--- src/rtl/core/tcf_pkg.sv ---
// ============================================================================
// tcf_pkg: shared types and constants of the threshold count 3x3 filter
// Item payloads, the stage record between scan control and the window stage,
// register indexes and the sequencer state type.
// ============================================================================
package tcf_pkg;

    // Configuration register indexes
    localparam int CFG_INDEX_W = 2;
    localparam int CFG_DATA_W  = 10;

    localparam logic [CFG_INDEX_W-1:0] REG_LEVEL_THRESHOLD = 2'd0;
    localparam logic [CFG_INDEX_W-1:0] REG_COUNT_LIMIT     = 2'd1;
    localparam logic [CFG_INDEX_W-1:0] REG_IMAGE_WIDTH     = 2'd2;
    localparam logic [CFG_INDEX_W-1:0] REG_IMAGE_HEIGHT    = 2'd3;

    // Register reset values
    localparam logic [7:0] RST_LEVEL_THRESHOLD = 8'd30;
    localparam logic [3:0] RST_COUNT_LIMIT     = 4'd7;
    localparam logic [9:0] RST_IMAGE_WIDTH     = 10'd320;
    localparam logic [9:0] RST_IMAGE_HEIGHT    = 10'd180;

    // Smallest frame edge in use
    localparam logic [9:0] MIN_SIZE = 10'd3;

    // Item kinds
    localparam logic REQ_PIXEL = 1'b0;
    localparam logic REQ_DRAIN = 1'b1;

    // Output levels
    localparam logic [7:0] PIXEL_SET   = 8'hFF;
    localparam logic [7:0] PIXEL_CLEAR = 8'h00;

    // Output queue geometry
    localparam int OUTQ_DEPTH = 2;
    localparam int OUTQ_CNT_W = 2;
    localparam int OUTQ_PTR_W = 1;

    typedef struct packed {
        logic       req_type;
        logic [7:0] pixel_in;
    } pix_item_t;

    typedef struct packed {
        logic [7:0] pixel_out;
        logic       frame_last;
    } res_item_t;

    // Control record carried from acceptance to the window stage
    typedef struct packed {
        logic valid;
        logic pixel;
        logic mark;
        logic emit;
        logic use_window;
        logic last;
    } stage_t;

    typedef enum logic [1:0] {
        SEQ_CLAMP,
        SEQ_SCALE,
        SEQ_WRAP,
        SEQ_RUN
    } seq_state_t;

endpackage

--- src/rtl/core/tcf_ram.sv ---
// ============================================================================
// tcf_ram: generic single-clock RAM
// One write port and one read port, read data registered.
// ============================================================================
module tcf_ram #(
    parameter int DATA_W = 2,
    parameter int DEPTH  = 512
) (
    input  logic                     clk,
    input  logic                     we,
    input  logic [$clog2(DEPTH)-1:0] waddr,
    input  logic [DATA_W-1:0]        wdata,
    input  logic                     re,
    input  logic [$clog2(DEPTH)-1:0] raddr,
    output logic [DATA_W-1:0]        rdata
);

    logic [DATA_W-1:0] mem_reg [DEPTH];

    always_ff @(posedge clk)
    begin
        if (we)
        begin
            mem_reg[waddr] <= wdata;
        end
        if (re)
        begin
            rdata <= mem_reg[raddr];
        end
    end

endmodule

--- src/rtl/core/tcf_scan.sv ---
// ============================================================================
// tcf_scan: scan position, pending count and frame geometry
// Tracks where the next pixel lands, how many outputs are owed, and the frame
// position of the next output. Recomputes geometry after a size write.
// ============================================================================
module tcf_scan #(
    parameter int MAX_WIDTH  = 512,
    parameter int MAX_HEIGHT = 512
) (
    input  logic                               clk,
    input  logic                               rst_n,
    input  logic                               fire,
    input  tcf_pkg::pix_item_t                 item,
    input  logic [7:0]                         level_threshold,
    input  logic [9:0]                         cfg_width,
    input  logic [9:0]                         cfg_height,
    input  logic                               size_wr,
    output logic                               busy,
    output logic                               ram_re,
    output logic [$clog2(MAX_WIDTH)-1:0]       ram_raddr,
    output tcf_pkg::stage_t                    stage,
    output logic [$clog2(MAX_WIDTH)-1:0]       stage_addr
);

    localparam int COL_W   = $clog2(MAX_WIDTH);
    localparam int ROW_W   = $clog2(MAX_HEIGHT);
    localparam int WU_W    = $clog2(MAX_WIDTH + 1);
    localparam int HU_W    = $clog2(MAX_HEIGHT + 1);
    localparam int PEND_W  = $clog2(MAX_WIDTH + 2);
    localparam int FRAME_W = $clog2(MAX_WIDTH * MAX_HEIGHT + 1);
    localparam int ACC_W   = ((FRAME_W > PEND_W) ? FRAME_W : PEND_W) + 1;

    tcf_pkg::seq_state_t state_reg, state_next;
    logic [COL_W-1:0]    col_reg, col_next;
    logic [ROW_W-1:0]    row_reg, row_next;
    logic [PEND_W-1:0]   pend_reg, pend_next;
    logic [FRAME_W-1:0]  pos_reg, pos_next;
    logic [FRAME_W-1:0]  frame_reg, frame_next;
    logic [WU_W-1:0]     w_use_reg, w_use_next;
    logic [HU_W-1:0]     h_use_reg, h_use_next;
    logic signed [ACC_W-1:0] acc_reg, acc_next;
    tcf_pkg::stage_t     stage_reg, stage_next;
    logic [COL_W-1:0]    addr1_reg;

    logic [WU_W-1:0]    w_last;
    logic [HU_W-1:0]    h_last;
    logic [COL_W-1:0]   col_c;
    logic [ROW_W-1:0]   row_c;
    logic [FRAME_W-1:0] lin;
    logic [PEND_W-1:0]  pend_w;
    logic               col_at_end;
    logic               is_pixel;
    logic               emit;
    logic               last;

    assign w_last   = w_use_reg - WU_W'(1);
    assign h_last   = h_use_reg - HU_W'(1);
    assign col_c    = (WU_W'(col_reg) > w_last) ? COL_W'(w_last) : col_reg;
    assign row_c    = (HU_W'(row_reg) > h_last) ? ROW_W'(h_last) : row_reg;
    assign lin      = FRAME_W'(row_c) * FRAME_W'(w_use_reg) + FRAME_W'(col_c);
    assign pend_w   = PEND_W'(w_use_reg);
    assign col_at_end = (WU_W'(col_reg) == w_last);
    assign is_pixel = (item.req_type == tcf_pkg::REQ_PIXEL);
    assign emit     = is_pixel ? (pend_reg > pend_w) : (pend_reg != '0);
    assign last     = (pos_reg == frame_reg - FRAME_W'(1));

    always_ff @(posedge clk or negedge rst_n)
    begin
        if (!rst_n)
        begin
            state_reg <= tcf_pkg::SEQ_CLAMP;
            col_reg   <= '0;
            row_reg   <= '0;
            pend_reg  <= '0;
            stage_reg <= '0;
        end
        else
        begin
            state_reg <= state_next;
            col_reg   <= col_next;
            row_reg   <= row_next;
            pend_reg  <= pend_next;
            stage_reg <= stage_next;
        end
    end

    always_ff @(posedge clk)
    begin
        pos_reg   <= pos_next;
        frame_reg <= frame_next;
        w_use_reg <= w_use_next;
        h_use_reg <= h_use_next;
        acc_reg   <= acc_next;
        addr1_reg <= col_reg;
    end

    always_comb
    begin
        state_next = state_reg;
        col_next   = col_reg;
        row_next   = row_reg;
        pend_next  = pend_reg;
        pos_next   = pos_reg;
        frame_next = frame_reg;
        w_use_next = w_use_reg;
        h_use_next = h_use_reg;
        acc_next   = acc_reg;
        stage_next = '0;

        unique case (state_reg)
            tcf_pkg::SEQ_CLAMP:
            begin
                // Clamp the size registers to the supported range
                if (cfg_width < tcf_pkg::MIN_SIZE)
                    w_use_next = WU_W'(tcf_pkg::MIN_SIZE);
                else if (32'(cfg_width) > MAX_WIDTH)
                    w_use_next = WU_W'(MAX_WIDTH);
                else
                    w_use_next = WU_W'(cfg_width);
                if (cfg_height < tcf_pkg::MIN_SIZE)
                    h_use_next = HU_W'(tcf_pkg::MIN_SIZE);
                else if (32'(cfg_height) > MAX_HEIGHT)
                    h_use_next = HU_W'(MAX_HEIGHT);
                else
                    h_use_next = HU_W'(cfg_height);
                state_next = tcf_pkg::SEQ_SCALE;
            end
            tcf_pkg::SEQ_SCALE:
            begin
                // Pull the position inside the frame, start the output position
                col_next   = col_c;
                row_next   = row_c;
                frame_next = FRAME_W'(w_use_reg) * FRAME_W'(h_use_reg);
                acc_next   = $signed(ACC_W'(lin)) - $signed(ACC_W'(pend_reg));
                state_next = tcf_pkg::SEQ_WRAP;
            end
            tcf_pkg::SEQ_WRAP:
            begin
                // Add frames until the output position is non-negative
                if (acc_reg[ACC_W-1])
                begin
                    acc_next = acc_reg + $signed(ACC_W'(frame_reg));
                end
                else
                begin
                    pos_next   = acc_reg[FRAME_W-1:0];
                    state_next = tcf_pkg::SEQ_RUN;
                end
            end
            tcf_pkg::SEQ_RUN:
            begin
                if (fire)
                begin
                    stage_next.valid = 1'b1;
                    stage_next.pixel = is_pixel;
                    stage_next.mark  = (item.pixel_in > level_threshold);
                    stage_next.emit  = emit;
                    stage_next.last  = emit && last;
                    stage_next.use_window = is_pixel &&
                        (pend_reg == pend_w + PEND_W'(1)) &&
                        (row_reg >= ROW_W'(2)) && (col_reg >= COL_W'(2));

                    if (emit)
                    begin
                        pos_next = last ? '0 : pos_reg + FRAME_W'(1);
                    end

                    if (is_pixel)
                    begin
                        if (!emit)
                        begin
                            pend_next = pend_reg + PEND_W'(1);
                        end
                        if (col_at_end)
                        begin
                            col_next = '0;
                            row_next = (HU_W'(row_reg) == h_last) ? '0
                                                                 : row_reg + ROW_W'(1);
                        end
                        else
                        begin
                            col_next = col_reg + COL_W'(1);
                        end
                    end
                    else if (emit)
                    begin
                        pend_next = pend_reg - PEND_W'(1);
                    end
                end
            end
            default:
            begin
                state_next = tcf_pkg::SEQ_CLAMP;
            end
        endcase

        if (size_wr)
        begin
            state_next = tcf_pkg::SEQ_CLAMP;
        end
    end

    assign busy       = (state_reg != tcf_pkg::SEQ_RUN);
    assign ram_re     = fire && is_pixel;
    assign ram_raddr  = col_reg;
    assign stage      = stage_reg;
    assign stage_addr = addr1_reg;

endmodule

--- src/rtl/core/tcf_window.sv ---
// ============================================================================
// tcf_window: 3x3 mark window and line store write-back
// Shifts the new mark column into the window, counts the set marks and
// writes the shifted marks back to the line store.
// ============================================================================
module tcf_window #(
    parameter int ADDR_W = 9
) (
    input  logic                 clk,
    input  logic                 rst_n,
    input  tcf_pkg::stage_t      stage,
    input  logic [ADDR_W-1:0]    stage_addr,
    input  logic [1:0]           rdata,
    input  logic [3:0]           count_limit,
    output logic                 ram_we,
    output logic [ADDR_W-1:0]    ram_waddr,
    output logic [1:0]           ram_wdata,
    output logic                 push,
    output tcf_pkg::res_item_t   push_item
);

    logic [8:0] window_reg, window_next;
    logic [2:0] newcol;
    logic [3:0] set_count;

    // Memory word: bit 1 middle row mark, bit 0 upper row mark
    assign newcol      = {stage.mark, rdata[1], rdata[0]};
    assign window_next = {newcol, window_reg[8:3]};

    always_comb
    begin
        set_count = '0;
        for (int i = 0; i < 9; i++)
        begin
            set_count = set_count + 4'(window_next[i]);
        end
    end

    always_ff @(posedge clk or negedge rst_n)
    begin
        if (!rst_n)
        begin
            window_reg <= '0;
        end
        else if (stage.valid && stage.pixel)
        begin
            window_reg <= window_next;
        end
    end

    // Age the marks: middle row moves up, new mark becomes middle row
    assign ram_we    = stage.valid && stage.pixel;
    assign ram_waddr = stage_addr;
    assign ram_wdata = {stage.mark, rdata[1]};

    assign push                 = stage.valid && stage.emit;
    assign push_item.pixel_out  = (stage.use_window && (set_count > count_limit))
                                  ? tcf_pkg::PIXEL_SET : tcf_pkg::PIXEL_CLEAR;
    assign push_item.frame_last = stage.last;

endmodule

--- src/rtl/core/tcf_outq.sv ---
// ============================================================================
// tcf_outq: two-entry result queue
// Holds finished results so that the input side keeps moving while the
// output side stalls.
// ============================================================================
module tcf_outq (
    input  logic                                clk,
    input  logic                                rst_n,
    input  logic                                push,
    input  tcf_pkg::res_item_t                  push_item,
    input  logic                                pop,
    output logic                                res_valid,
    output tcf_pkg::res_item_t                  res_item,
    output logic [tcf_pkg::OUTQ_CNT_W-1:0]      count
);

    tcf_pkg::res_item_t                  q_reg [tcf_pkg::OUTQ_DEPTH];
    logic [tcf_pkg::OUTQ_PTR_W-1:0]      wr_ptr_reg;
    logic [tcf_pkg::OUTQ_PTR_W-1:0]      rd_ptr_reg;
    logic [tcf_pkg::OUTQ_CNT_W-1:0]      count_reg, count_next;

    always_comb
    begin
        priority case ({push, pop})
            2'b10:   count_next = count_reg + tcf_pkg::OUTQ_CNT_W'(1);
            2'b01:   count_next = count_reg - tcf_pkg::OUTQ_CNT_W'(1);
            default: count_next = count_reg;
        endcase
    end

    always_ff @(posedge clk or negedge rst_n)
    begin
        if (!rst_n)
        begin
            wr_ptr_reg <= '0;
            rd_ptr_reg <= '0;
            count_reg  <= '0;
        end
        else
        begin
            count_reg <= count_next;
            if (push)
            begin
                wr_ptr_reg <= wr_ptr_reg + tcf_pkg::OUTQ_PTR_W'(1);
            end
            if (pop)
            begin
                rd_ptr_reg <= rd_ptr_reg + tcf_pkg::OUTQ_PTR_W'(1);
            end
        end
    end

    always_ff @(posedge clk)
    begin
        if (push)
        begin
            q_reg[wr_ptr_reg] <= push_item;
        end
    end

    assign res_valid = (count_reg != '0);
    assign res_item  = q_reg[rd_ptr_reg];
    assign count     = count_reg;

endmodule

--- src/rtl/core/threshold_count_3x3_filter_unit.sv ---
// ============================================================================
// threshold_count_3x3_filter_unit: streaming 3x3 mark-count smoothing filter
// Pixels arrive in raster order and are marked set when above level_threshold.
// Each interior output is 255 when more than count_limit marks of its 3x3
// neighborhood are set, else 0; border outputs are 0. Outputs lag the input by
// one row plus one pixel; drain items flush the owed tail of a frame. The
// block takes one item per clock unless stalled: the mark line store is one
// RAM, read in the cycle an item is accepted and written back in the next,
// and a result enters the output queue from the window stage. A two-entry
// queue lets the input keep flowing while the output stalls. After a write to
// image_width or image_height the geometry is recomputed and input is stalled
// while the sequencer steps through clamp, scale and wrap, the wrap step
// adding frame sizes until the output position is non-negative. The
// sequence also runs once after reset. Configuration writes are always taken.
// ============================================================================
module threshold_count_3x3_filter_unit #(
    parameter int MAX_WIDTH  = 512,
    parameter int MAX_HEIGHT = 512
) (
    input  logic                                clk,
    input  logic                                rst_n,
    // pixel and drain items
    input  logic                                pix_valid,
    output logic                                pix_stall,
    input  tcf_pkg::pix_item_t                  pix_item,
    // filtered results
    output logic                                res_valid,
    input  logic                                res_stall,
    output tcf_pkg::res_item_t                  res_item,
    // register writes
    input  logic                                cfg_valid,
    output logic                                cfg_ready,
    input  logic [tcf_pkg::CFG_INDEX_W-1:0]     cfg_index,
    input  logic [tcf_pkg::CFG_DATA_W-1:0]      cfg_data
);

    localparam int COL_W = $clog2(MAX_WIDTH);

    // Configuration registers
    logic [7:0] level_threshold_reg;
    logic [3:0] count_limit_reg;
    logic [9:0] image_width_reg;
    logic [9:0] image_height_reg;

    logic cfg_fire;
    logic size_wr;
    logic fire;
    logic busy;

    logic                 ram_re;
    logic [COL_W-1:0]     ram_raddr;
    logic                 ram_we;
    logic [COL_W-1:0]     ram_waddr;
    logic [1:0]           ram_wdata;
    logic [1:0]           ram_rdata;

    tcf_pkg::stage_t      stage;
    logic [COL_W-1:0]     stage_addr;

    logic                 q_push;
    tcf_pkg::res_item_t   q_push_item;
    logic                 q_pop;
    logic [tcf_pkg::OUTQ_CNT_W-1:0] q_count;
    logic [2:0]           occupancy;

    assign cfg_ready = 1'b1;
    assign cfg_fire  = cfg_valid && cfg_ready;
    assign size_wr   = cfg_fire && ((cfg_index == tcf_pkg::REG_IMAGE_WIDTH) ||
                                    (cfg_index == tcf_pkg::REG_IMAGE_HEIGHT));

    always_ff @(posedge clk or negedge rst_n)
    begin
        if (!rst_n)
        begin
            level_threshold_reg <= tcf_pkg::RST_LEVEL_THRESHOLD;
            count_limit_reg     <= tcf_pkg::RST_COUNT_LIMIT;
            image_width_reg     <= tcf_pkg::RST_IMAGE_WIDTH;
            image_height_reg    <= tcf_pkg::RST_IMAGE_HEIGHT;
        end
        else if (cfg_fire)
        begin
            unique case (cfg_index)
                tcf_pkg::REG_LEVEL_THRESHOLD: level_threshold_reg <= cfg_data[7:0];
                tcf_pkg::REG_COUNT_LIMIT:     count_limit_reg     <= cfg_data[3:0];
                tcf_pkg::REG_IMAGE_WIDTH:     image_width_reg     <= cfg_data[9:0];
                tcf_pkg::REG_IMAGE_HEIGHT:    image_height_reg    <= cfg_data[9:0];
            endcase
        end
    end

    // Hold input while geometry is recomputed or when the item in flight plus
    // queued results would leave no room for one more result.
    assign q_pop     = res_valid && !res_stall;
    assign occupancy = 3'(q_count) + 3'(q_push) - 3'(q_pop);
    assign pix_stall = busy || (occupancy >= 3'(tcf_pkg::OUTQ_DEPTH));
    assign fire      = pix_valid && !pix_stall;

    // Advance position, pending count and output position; issue line read
    tcf_scan #(
        .MAX_WIDTH  (MAX_WIDTH),
        .MAX_HEIGHT (MAX_HEIGHT)
    ) u_scan (
        .clk             (clk),
        .rst_n           (rst_n),
        .fire            (fire),
        .item            (pix_item),
        .level_threshold (level_threshold_reg),
        .cfg_width       (image_width_reg),
        .cfg_height      (image_height_reg),
        .size_wr         (size_wr),
        .busy            (busy),
        .ram_re          (ram_re),
        .ram_raddr       (ram_raddr),
        .stage           (stage),
        .stage_addr      (stage_addr)
    );

    // Marks of the two rows above, one word per column
    tcf_ram #(
        .DATA_W (2),
        .DEPTH  (MAX_WIDTH)
    ) u_line_ram (
        .clk   (clk),
        .we    (ram_we),
        .waddr (ram_waddr),
        .wdata (ram_wdata),
        .re    (ram_re),
        .raddr (ram_raddr),
        .rdata (ram_rdata)
    );

    // Shift window, count marks, write back aged marks
    tcf_window #(
        .ADDR_W (COL_W)
    ) u_window (
        .clk         (clk),
        .rst_n       (rst_n),
        .stage       (stage),
        .stage_addr  (stage_addr),
        .rdata       (ram_rdata),
        .count_limit (count_limit_reg),
        .ram_we      (ram_we),
        .ram_waddr   (ram_waddr),
        .ram_wdata   (ram_wdata),
        .push        (q_push),
        .push_item   (q_push_item)
    );

    // Park finished results until the consumer takes them
    tcf_outq u_outq (
        .clk       (clk),
        .rst_n     (rst_n),
        .push      (q_push),
        .push_item (q_push_item),
        .pop       (q_pop),
        .res_valid (res_valid),
        .res_item  (res_item),
        .count     (q_count)
    );

`ifndef NO_ASSERTIONS
    // The result queue never takes a result it has no room for
    assert property (@(posedge clk) disable iff (!rst_n)
        !(q_push && !q_pop && (q_count == 2'(tcf_pkg::OUTQ_DEPTH))))
        else $error("result queue overflow");

    // Write-back goes to the column read in the previous cycle
    assert property (@(posedge clk) disable iff (!rst_n)
        ram_we |-> ($past(ram_re) && (ram_waddr == $past(ram_raddr))))
        else $error("line store write-back address mismatch");

    // Filtered levels are only ever fully set or fully clear
    assert property (@(posedge clk) disable iff (!rst_n)
        res_valid |-> ((res_item.pixel_out == tcf_pkg::PIXEL_SET) ||
                       (res_item.pixel_out == tcf_pkg::PIXEL_CLEAR)))
        else $error("result level neither set nor clear");
`endif

endmodule

--- config.mk ---
export PLATFORM = sky130hd
export DESIGN_NAME = threshold_count_3x3_filter_unit
export DESIGN_NICKNAME = d
export VERILOG_FILES = /design/src/rtl/core/tcf_pkg.sv /design/src/rtl/core/tcf_ram.sv /design/src/rtl/core/tcf_scan.sv /design/src/rtl/core/tcf_window.sv /design/src/rtl/core/tcf_outq.sv /design/src/rtl/core/threshold_count_3x3_filter_unit.sv
export SDC_FILE = /design/constraint.sdc
export NUM_CORES = 2
export LEC_CHECK = 0
export ABC_AREA = 0
export BUFFER_PORTS_ARGS = -buffer_cell sky130_fd_sc_hd__buf_2
export CAP_MARGIN = 20
export CORE_MARGIN = 2
export CORE_UTILIZATION = 60
export CTS_BUF_LIST = sky130_fd_sc_hd__clkbuf_16
export CTS_CLUSTER_SIZE = 24
export DETAILED_ROUTE_END_ITERATION = 16
export HOLD_SLACK_MARGIN = 0.12
export PLACE_DENSITY_LB_ADDON = 0.15
export RECOVER_POWER = 50
export SLEW_MARGIN = 15
export SYNTH_ARGS = -nofsm -noshare
export SYNTH_HDL_FRONTEND = slang
export SYNTH_SLANG_ARGS = --single-unit
--- constraint.sdc ---
create_clock -name clk -period 16.4 [get_ports clk]
set_input_delay 3.28 -clock clk [delete_from_list [all_inputs] [get_ports clk]]
set_output_delay 3.28 -clock clk [all_outputs]
set_load 0.01 [all_outputs]
Yosys cells after proc, flatten, opt, wreduce, memory -nomap -nowiden

Memories as Yosys holds them, arrays and structs flattened. A register that Yosys moved wholly into a read port is not among the register bits.
Index checks and enable logic that the tools add are counted.

Output and inout bits: 12
Input port bits: 26
Bits in registers: 168
Memories: 2
Bits in writable memories: 1042

Memories:

| memory             | words | bits a word | rd ports | clocked after memory_dff | write ports | RTL line       | source |
|---|---|---|---|---|---|---|---|
| u_line_ram.mem_reg | 512   | 2           | 1        | 1                        | 1           | tcf_ram.sv:18  | `logic [DATA_W-1:0] mem_reg [DEPTH];` |
| u_outq.q_reg       | 2     | 9           | 1        | 0                        | 1           | tcf_outq.sv:17 | `tcf_pkg::res_item_t q_reg [tcf_pkg::OUTQ_DEPTH];` |

Equality and inequality tests: 22
$add $sub $neg: 26
Multiplexer cells: 35
Reductions and logical operators: 36
Multiply operators: 2
Magnitude comparators: 12
Bitwise operators: 1

Operators by type and width:

| cell                                                                                | count |
|---|---|
| 9-bit 2-to-1 mux                                                                    | 9 |
| 19-bit 2-to-1 mux                                                                   | 4 |
| 10-bit 2-to-1 mux                                                                   | 5 |
| 20-bit case mux with 2 select lines                                                 | 1 |
| 19-bit case mux with 2 select lines                                                 | 1 |
| 9-bit case mux with 2 select lines                                                  | 2 |
| 10-bit by 1-bit subtractor with 10-bit output, second input constant                | 3 |
| 4-bit by 1-bit adder with 4-bit output                                              | 7 |
| 10-bit by 1-bit adder with 10-bit output, second input constant                     | 2 |
| 20-bit adder                                                                        | 1 |
| 9-bit by 10-bit == test with 1-bit output                                           | 2 |
| 10-bit > comparator, second input constant                                          | 2 |
| 9-bit by 10-bit > comparator with 1-bit output                                      | 2 |
| 10-bit by 2-bit less-than comparator with 1-bit output, second input constant       | 2 |
| 20-bit 2-to-1 mux                                                                   | 1 |
| 19-bit by 10-bit subtractor with 20-bit output                                      | 1 |
| 19-bit by 1-bit adder with 19-bit output, second input constant                     | 1 |
| 19-bit by 9-bit adder with 19-bit output                                            | 1 |
| 19-bit == test                                                                      | 1 |
| 10-bit by 10-bit multiplier with 19-bit output                                      | 1 |
| 9-bit by 10-bit multiplier with 19-bit output                                       | 1 |
| 19-bit by 1-bit subtractor with 19-bit output, second input constant                | 1 |
| 9-bit by 1-bit adder with 9-bit output, second input constant                       | 2 |
| 9-bit by 2-bit greater-or-equal comparator with 1-bit output, second input constant | 2 |
| other kinds (34)                                                                    | 79 |

Depth between registers and ports, before layout

Word-level depth: 11
Gate-level depth with buffers: 41
Mapped depth without buffers: 37

Hierarchy

From an unflattened synthesis, not the netlist that was laid out.

Cells, all modules: 4556
Area, all modules: 60770.8 µm²

By module, submodules not included:

| module                          | area an instance (µm²) | cells each | times used | sequential area each (µm²) |
|---|---|---|---|---|
| tcf_ram                         | 42334.4                | 2608       | 1          | 30809.5 |
| tcf_scan                        | 15583.7                | 1746       | 1          | 3423.3 |
| threshold_count_3x3_filter_unit | 1320.0                 | 80         | 1          | 817.0 |
| tcf_outq                        | 829.5                  | 43         | 1          | 640.6 |
| tcf_window                      | 703.2                  | 79         | 1          | 150.1 |

Worst setup path after synthesis

Ideal clock, no wire load.

Path type: flip-flop to flip-flop
Start point: register u_line_ram.rdata[1], read port of u_line_ram.mem_reg
End point: memory u_outq.q_reg[0][7] in the netlist's numbering, data pin
Library setup time: 0.256 ns
Required time: 16.144 ns
Arrival: 9.933 ns
Period minus slack after synthesis: 10.189 ns
Stages on the path, launching flop included: 14
Slack: 6.211 ns
Cell sequence: edfxtp_1 > inv_1 > fa_1 > fa_1 > fa_1 > inv_1 > ha_1 > fa_1 > ha_1 > nor2b_1 > o21ai_0 > nand2b_1 > a21oi_1 > nor2_1

Word-level cells in the longest chain between the ends: 5

Ends and longest elaborated chain:

| element                                             | RTL line         | source |
|---|---|---|
| start, declared                                     | tcf_ram.sv:15    | `output logic [DATA_W-1:0] rdata` |
| 4-bit by 1-bit adder with 4-bit output (2 in a row) | tcf_window.sv:35 | `set_count = set_count + 4'(window_next[i]);` |
| 4-bit > comparator                                  | tcf_window.sv:57 | `assign push_item.pixel_out = (stage.use_window && (set_count > count_limit))` |
| 1-bit logical AND                                   | tcf_window.sv:57 |  |
| 8-bit 2-to-1 mux                                    | tcf_window.sv:58 | `? tcf_pkg::PIXEL_SET : tcf_pkg::PIXEL_CLEAR;` |
| end, declared                                       | tcf_outq.sv:17   |  |

No other way between the ends.

Worst setup path in the final report

Start point: register u_line_ram.rdata[1], read port of u_line_ram.mem_reg
End point: memory u_line_ram.mem_reg[240][0], data pin

RTL lines:

| element       | RTL line |
|---|---|
| end, declared | tcf_ram.sv:18 |

No word-level cell before the write port.

==> flow_summary_export.csv <==
group,metric,value,unit
run_status,status,"finished with violations",
run_status,violations,"capacitance limit, slew limit",
floorplanning,ios,38,
routing,post-route-drc-count,0,
floorplanning,dieArea,102000,sq um
routing,routed_wl,139000,um
yosys,synth_edf_count,1108,
yosys,yosysWarnings,0,
floorplanning,die_h,319,um
clock_tree,cts_setup_buffers,0,
timing,finalCritPeriodShare,67.6,%
routing,vias_per_cell,6.30,
routing,dr.pass1.iters,5,
clock_tree,cts_buffers,117,
setup_path,critPathTopFamily,"buffers and inverters",
yosys,syn_area_per_cell,14.4,sq um
finish,fillers,7024,
yosys,syn_nets,4501,
yosys,ys_ff_latch,1195,
placed_design,dp_hpwl,85700,um
floorplanning,row_count,115,
floorplanning,start_util,60.5,%
clock_tree,clk_pin_slew_worst_paths,0.06,ns
setup_path,crit_required,16.78,ns
min_path,min_path_type,"reg2reg",
routing,dr_wl_met2,71000,um
job,maxCapViolCount,16,
yosys,synth_cells,4137,
clock_tree,clkSinkCount,1195,
yosys,async_reset_ff_share,6.53,%
yosys,syn_area,59400,sq um
setup_path,path_cells,"clkbuf_1 -> clkbuf_1 -> buf_4",
finish,finalNetCount,4472,
finish,area_growth,8.32,%
finish,fin_cells,5496,
clock_tree,clock_path_buffers,3,
clock_tree,cts_tree,"built",
setup_path,crit_type,"reg2reg",
timing,finalSetupViolCount,0,
yosys,synth_ff_type,"edfxtp_1",
timing,tns,0,ns
global_route,grt_pass1_vias,35495,
setup_path,worst_path_max_delay_cell,"clkbuf_1",
floorplanning,coreArea,98300,sq um
yosys,synth_cell_types,82,
timing,fmax,90.1,MHz
clock_tree,cts_hold_buf,0,
routing,drtIter0Drc,3521,
global_route,grt_usage,27.6,%
placed_design,port-buffer-count,36,
floorplanning,die_w,319,um
placed_design,dp.cells,5273,
setup_path,cp_common_cell,"clkbuf_1",
timing,rsz0062_at_grt,"no",
routing,routed.top_layer,"met5",
setup_path,crit_path_end_kind,"flip-flop",
global_route,grt_pass1_wl,212000,um
yosys,ys_seq_area_share,59.6,%
setup_path,crit_buf_inv,3,
setup_path,start_kind,"flip-flop",
setup_path,crit_fanout,206,
routing,route.vias.total,34642,
timing,slew_headroom,-586,%
timing,skew,0.0743,ns
routing,wl_met1,54500,um
timing,tightest_slew,10.28,ns
clock_tree,root_buffer,"clkbuf_16",
timing,worst_slack,5.31,ns
clock_tree,htreeDepth,3,
finish,num_antenna_cells,0,
setup_path,cp_data_arrival_time,11.47,ns
timing,slew_viol_final,1019,
global_route,grt_max_degree,251,
finish,largest_reg_flops,1024,
timing,period_needed,11.09,ns
routing,final_antenna_net_count,0,
placed_design,pre_cts_ws,6.43,ns
routing,avgRoutedWirePerCell,25.3,um
finish,drive_gt1_share,14.8,%
clock_tree,ctsResizeCount,0,
global_route,gr-total-overflow,0,
placed_design,routabilityCongestion,0.882,
timing,hold_viol_final,0,
setup_path,max_stage_delay,5.92,ns
global_route,grt_antenna_before_repair,1,
routing,route.met3.wl,8920,um
clock_tree,clk_latency,0.72,ns
-- logic make-up (layout without fill, tap and decap cells) --
family / after synthesis / after routing / synth area share (%)
AND/OR/NAND/NOR: 1220 / 1220 / 9.04
adder cells (fa/ha/maj): 338 / 338 / 8.79
other: 1 / 1 / 0.00631
AO/OA/AOI/OAI: 388 / 388 / 4.26
flip-flops: 1195 / 1195 / 59.6
multiplexers: 384 / 384 / 12.9
buffers and inverters: 460 / 532 / 3.13
XOR/XNOR: 151 / 151 / 2.23
-- layer usage --
| layer | track usage (%) | vias up |
|---|---|---|
| li1 | - | 15257 |
| met1 | 37.1 | 17902 |
| met2 | 47.0 | 1241 |
| met3 | 3.72 | 240 |
| met4 | 9.20 | 2 |
| met5 | 0 | - |
-- path summary, 6_finish.rpt --
check	from	end	slack (ns)	depth (start not counted)
worst min-delay path	u_scan.stage[0]	u_outq.q_reg[0][0]	0.46	0
min in group asynchronous	rst_n	u_scan.row_reg[5]	2.78	1
worst max-delay path	u_line_ram.rdata[1]	u_line_ram.mem_reg[240][0]	5.31	3
max in group asynchronous	rst_n	u_scan.ram_raddr[2]	12.14	2
worst max register to register	u_line_ram.rdata[1]	u_line_ram.mem_reg[240][0]	5.31	3
worst min register to register	u_scan.stage[0]	u_outq.q_reg[0][0]	0.46	0
-- through the flow --
stage,utilization [%],area (sq um),hold WS [ns]
finish,65.5,64400,0.464
global route,65.5,64400,0.478
CTS,65.6,64500,0.462
detailed placement,61.8,60800,0.435
global placement,61.8,60700,0.447
floorplan,-,59400,0.372
-- synthesized netlist by cell type (18+ instances only) --
| master | number | share of area [%] |
|---|---|---|
| a21o_1 | 29 | 0.37 |
| a21oi_1 | 93 | 0.78 |
| and2_1 | 61 | 0.64 |
| buf_2 | 33 | 0.28 |
| clkbuf_1 | 184 | 1.2 |
| dfrtp_1 | 65 | 2.7 |
| edfxtp_1 | 1108 | 56 |
| fa_1 | 132 | 4.4 |
| ha_1 | 206 | 4.3 |
| inv_1 | 201 | 1.3 |
| mux2_2 | 38 | 0.72 |
| mux2i_1 | 43 | 0.72 |
| mux4_2 | 303 | 11 |
| nand2_1 | 223 | 1.4 |
| nand2b_1 | 21 | 0.22 |
| nand3_1 | 53 | 0.45 |
| nand4_1 | 18 | 0.19 |
| nor2_1 | 670 | 4.2 |
| nor2b_1 | 41 | 0.43 |
| nor3_1 | 45 | 0.38 |
| o21ai_0 | 90 | 0.76 |
| o22ai_1 | 21 | 0.22 |
| o2bb2ai_1 | 18 | 0.27 |
| xnor2_1 | 95 | 1.4 |
| xor2_1 | 56 | 0.83 |
-- cell usage in the layout, fill, tap and decap left out, drive strengths merged, types with 18 or more instances in the layout --
cell type and n:
nor4 18, nand2b 21, buf 81, nand3 53, ha 206, o2bb2ai 18, mux2 38, edfxtp 1108
nor2b 41, mux2i 43, dfrtp 65, clkbuf 139, nand2 223, inv 245, mux4 303, and2 62
nor2 671, xor2 56, clkinv 56, o22ai 21, a21o 29, a21oi 93, nor3 45, nand4 18
xnor2 95, o21ai 93, fa 132
-- cell type report --
| class | count | area, sq um | share of cell area (%) |
|---|---|---|---|
| clock inverter | 102 | 757 | 1.18 |
| inverter | 210 | 788 | 1.22 |
| sequential | 1195 | 35400 | 55.1 |
| clock buffer | 118 | 2950 | 4.59 |
| timing repair buffer | 102 | 652 | 1.01 |
| tap | 1287 | 1610 | 2.50 |
| multi-input combinational | 2482 | 22200 | 34.4 |
Power is left out: the tool's default activity adds up to more than one toggle a clock period on the data nets, which glitch-free logic cannot reach.
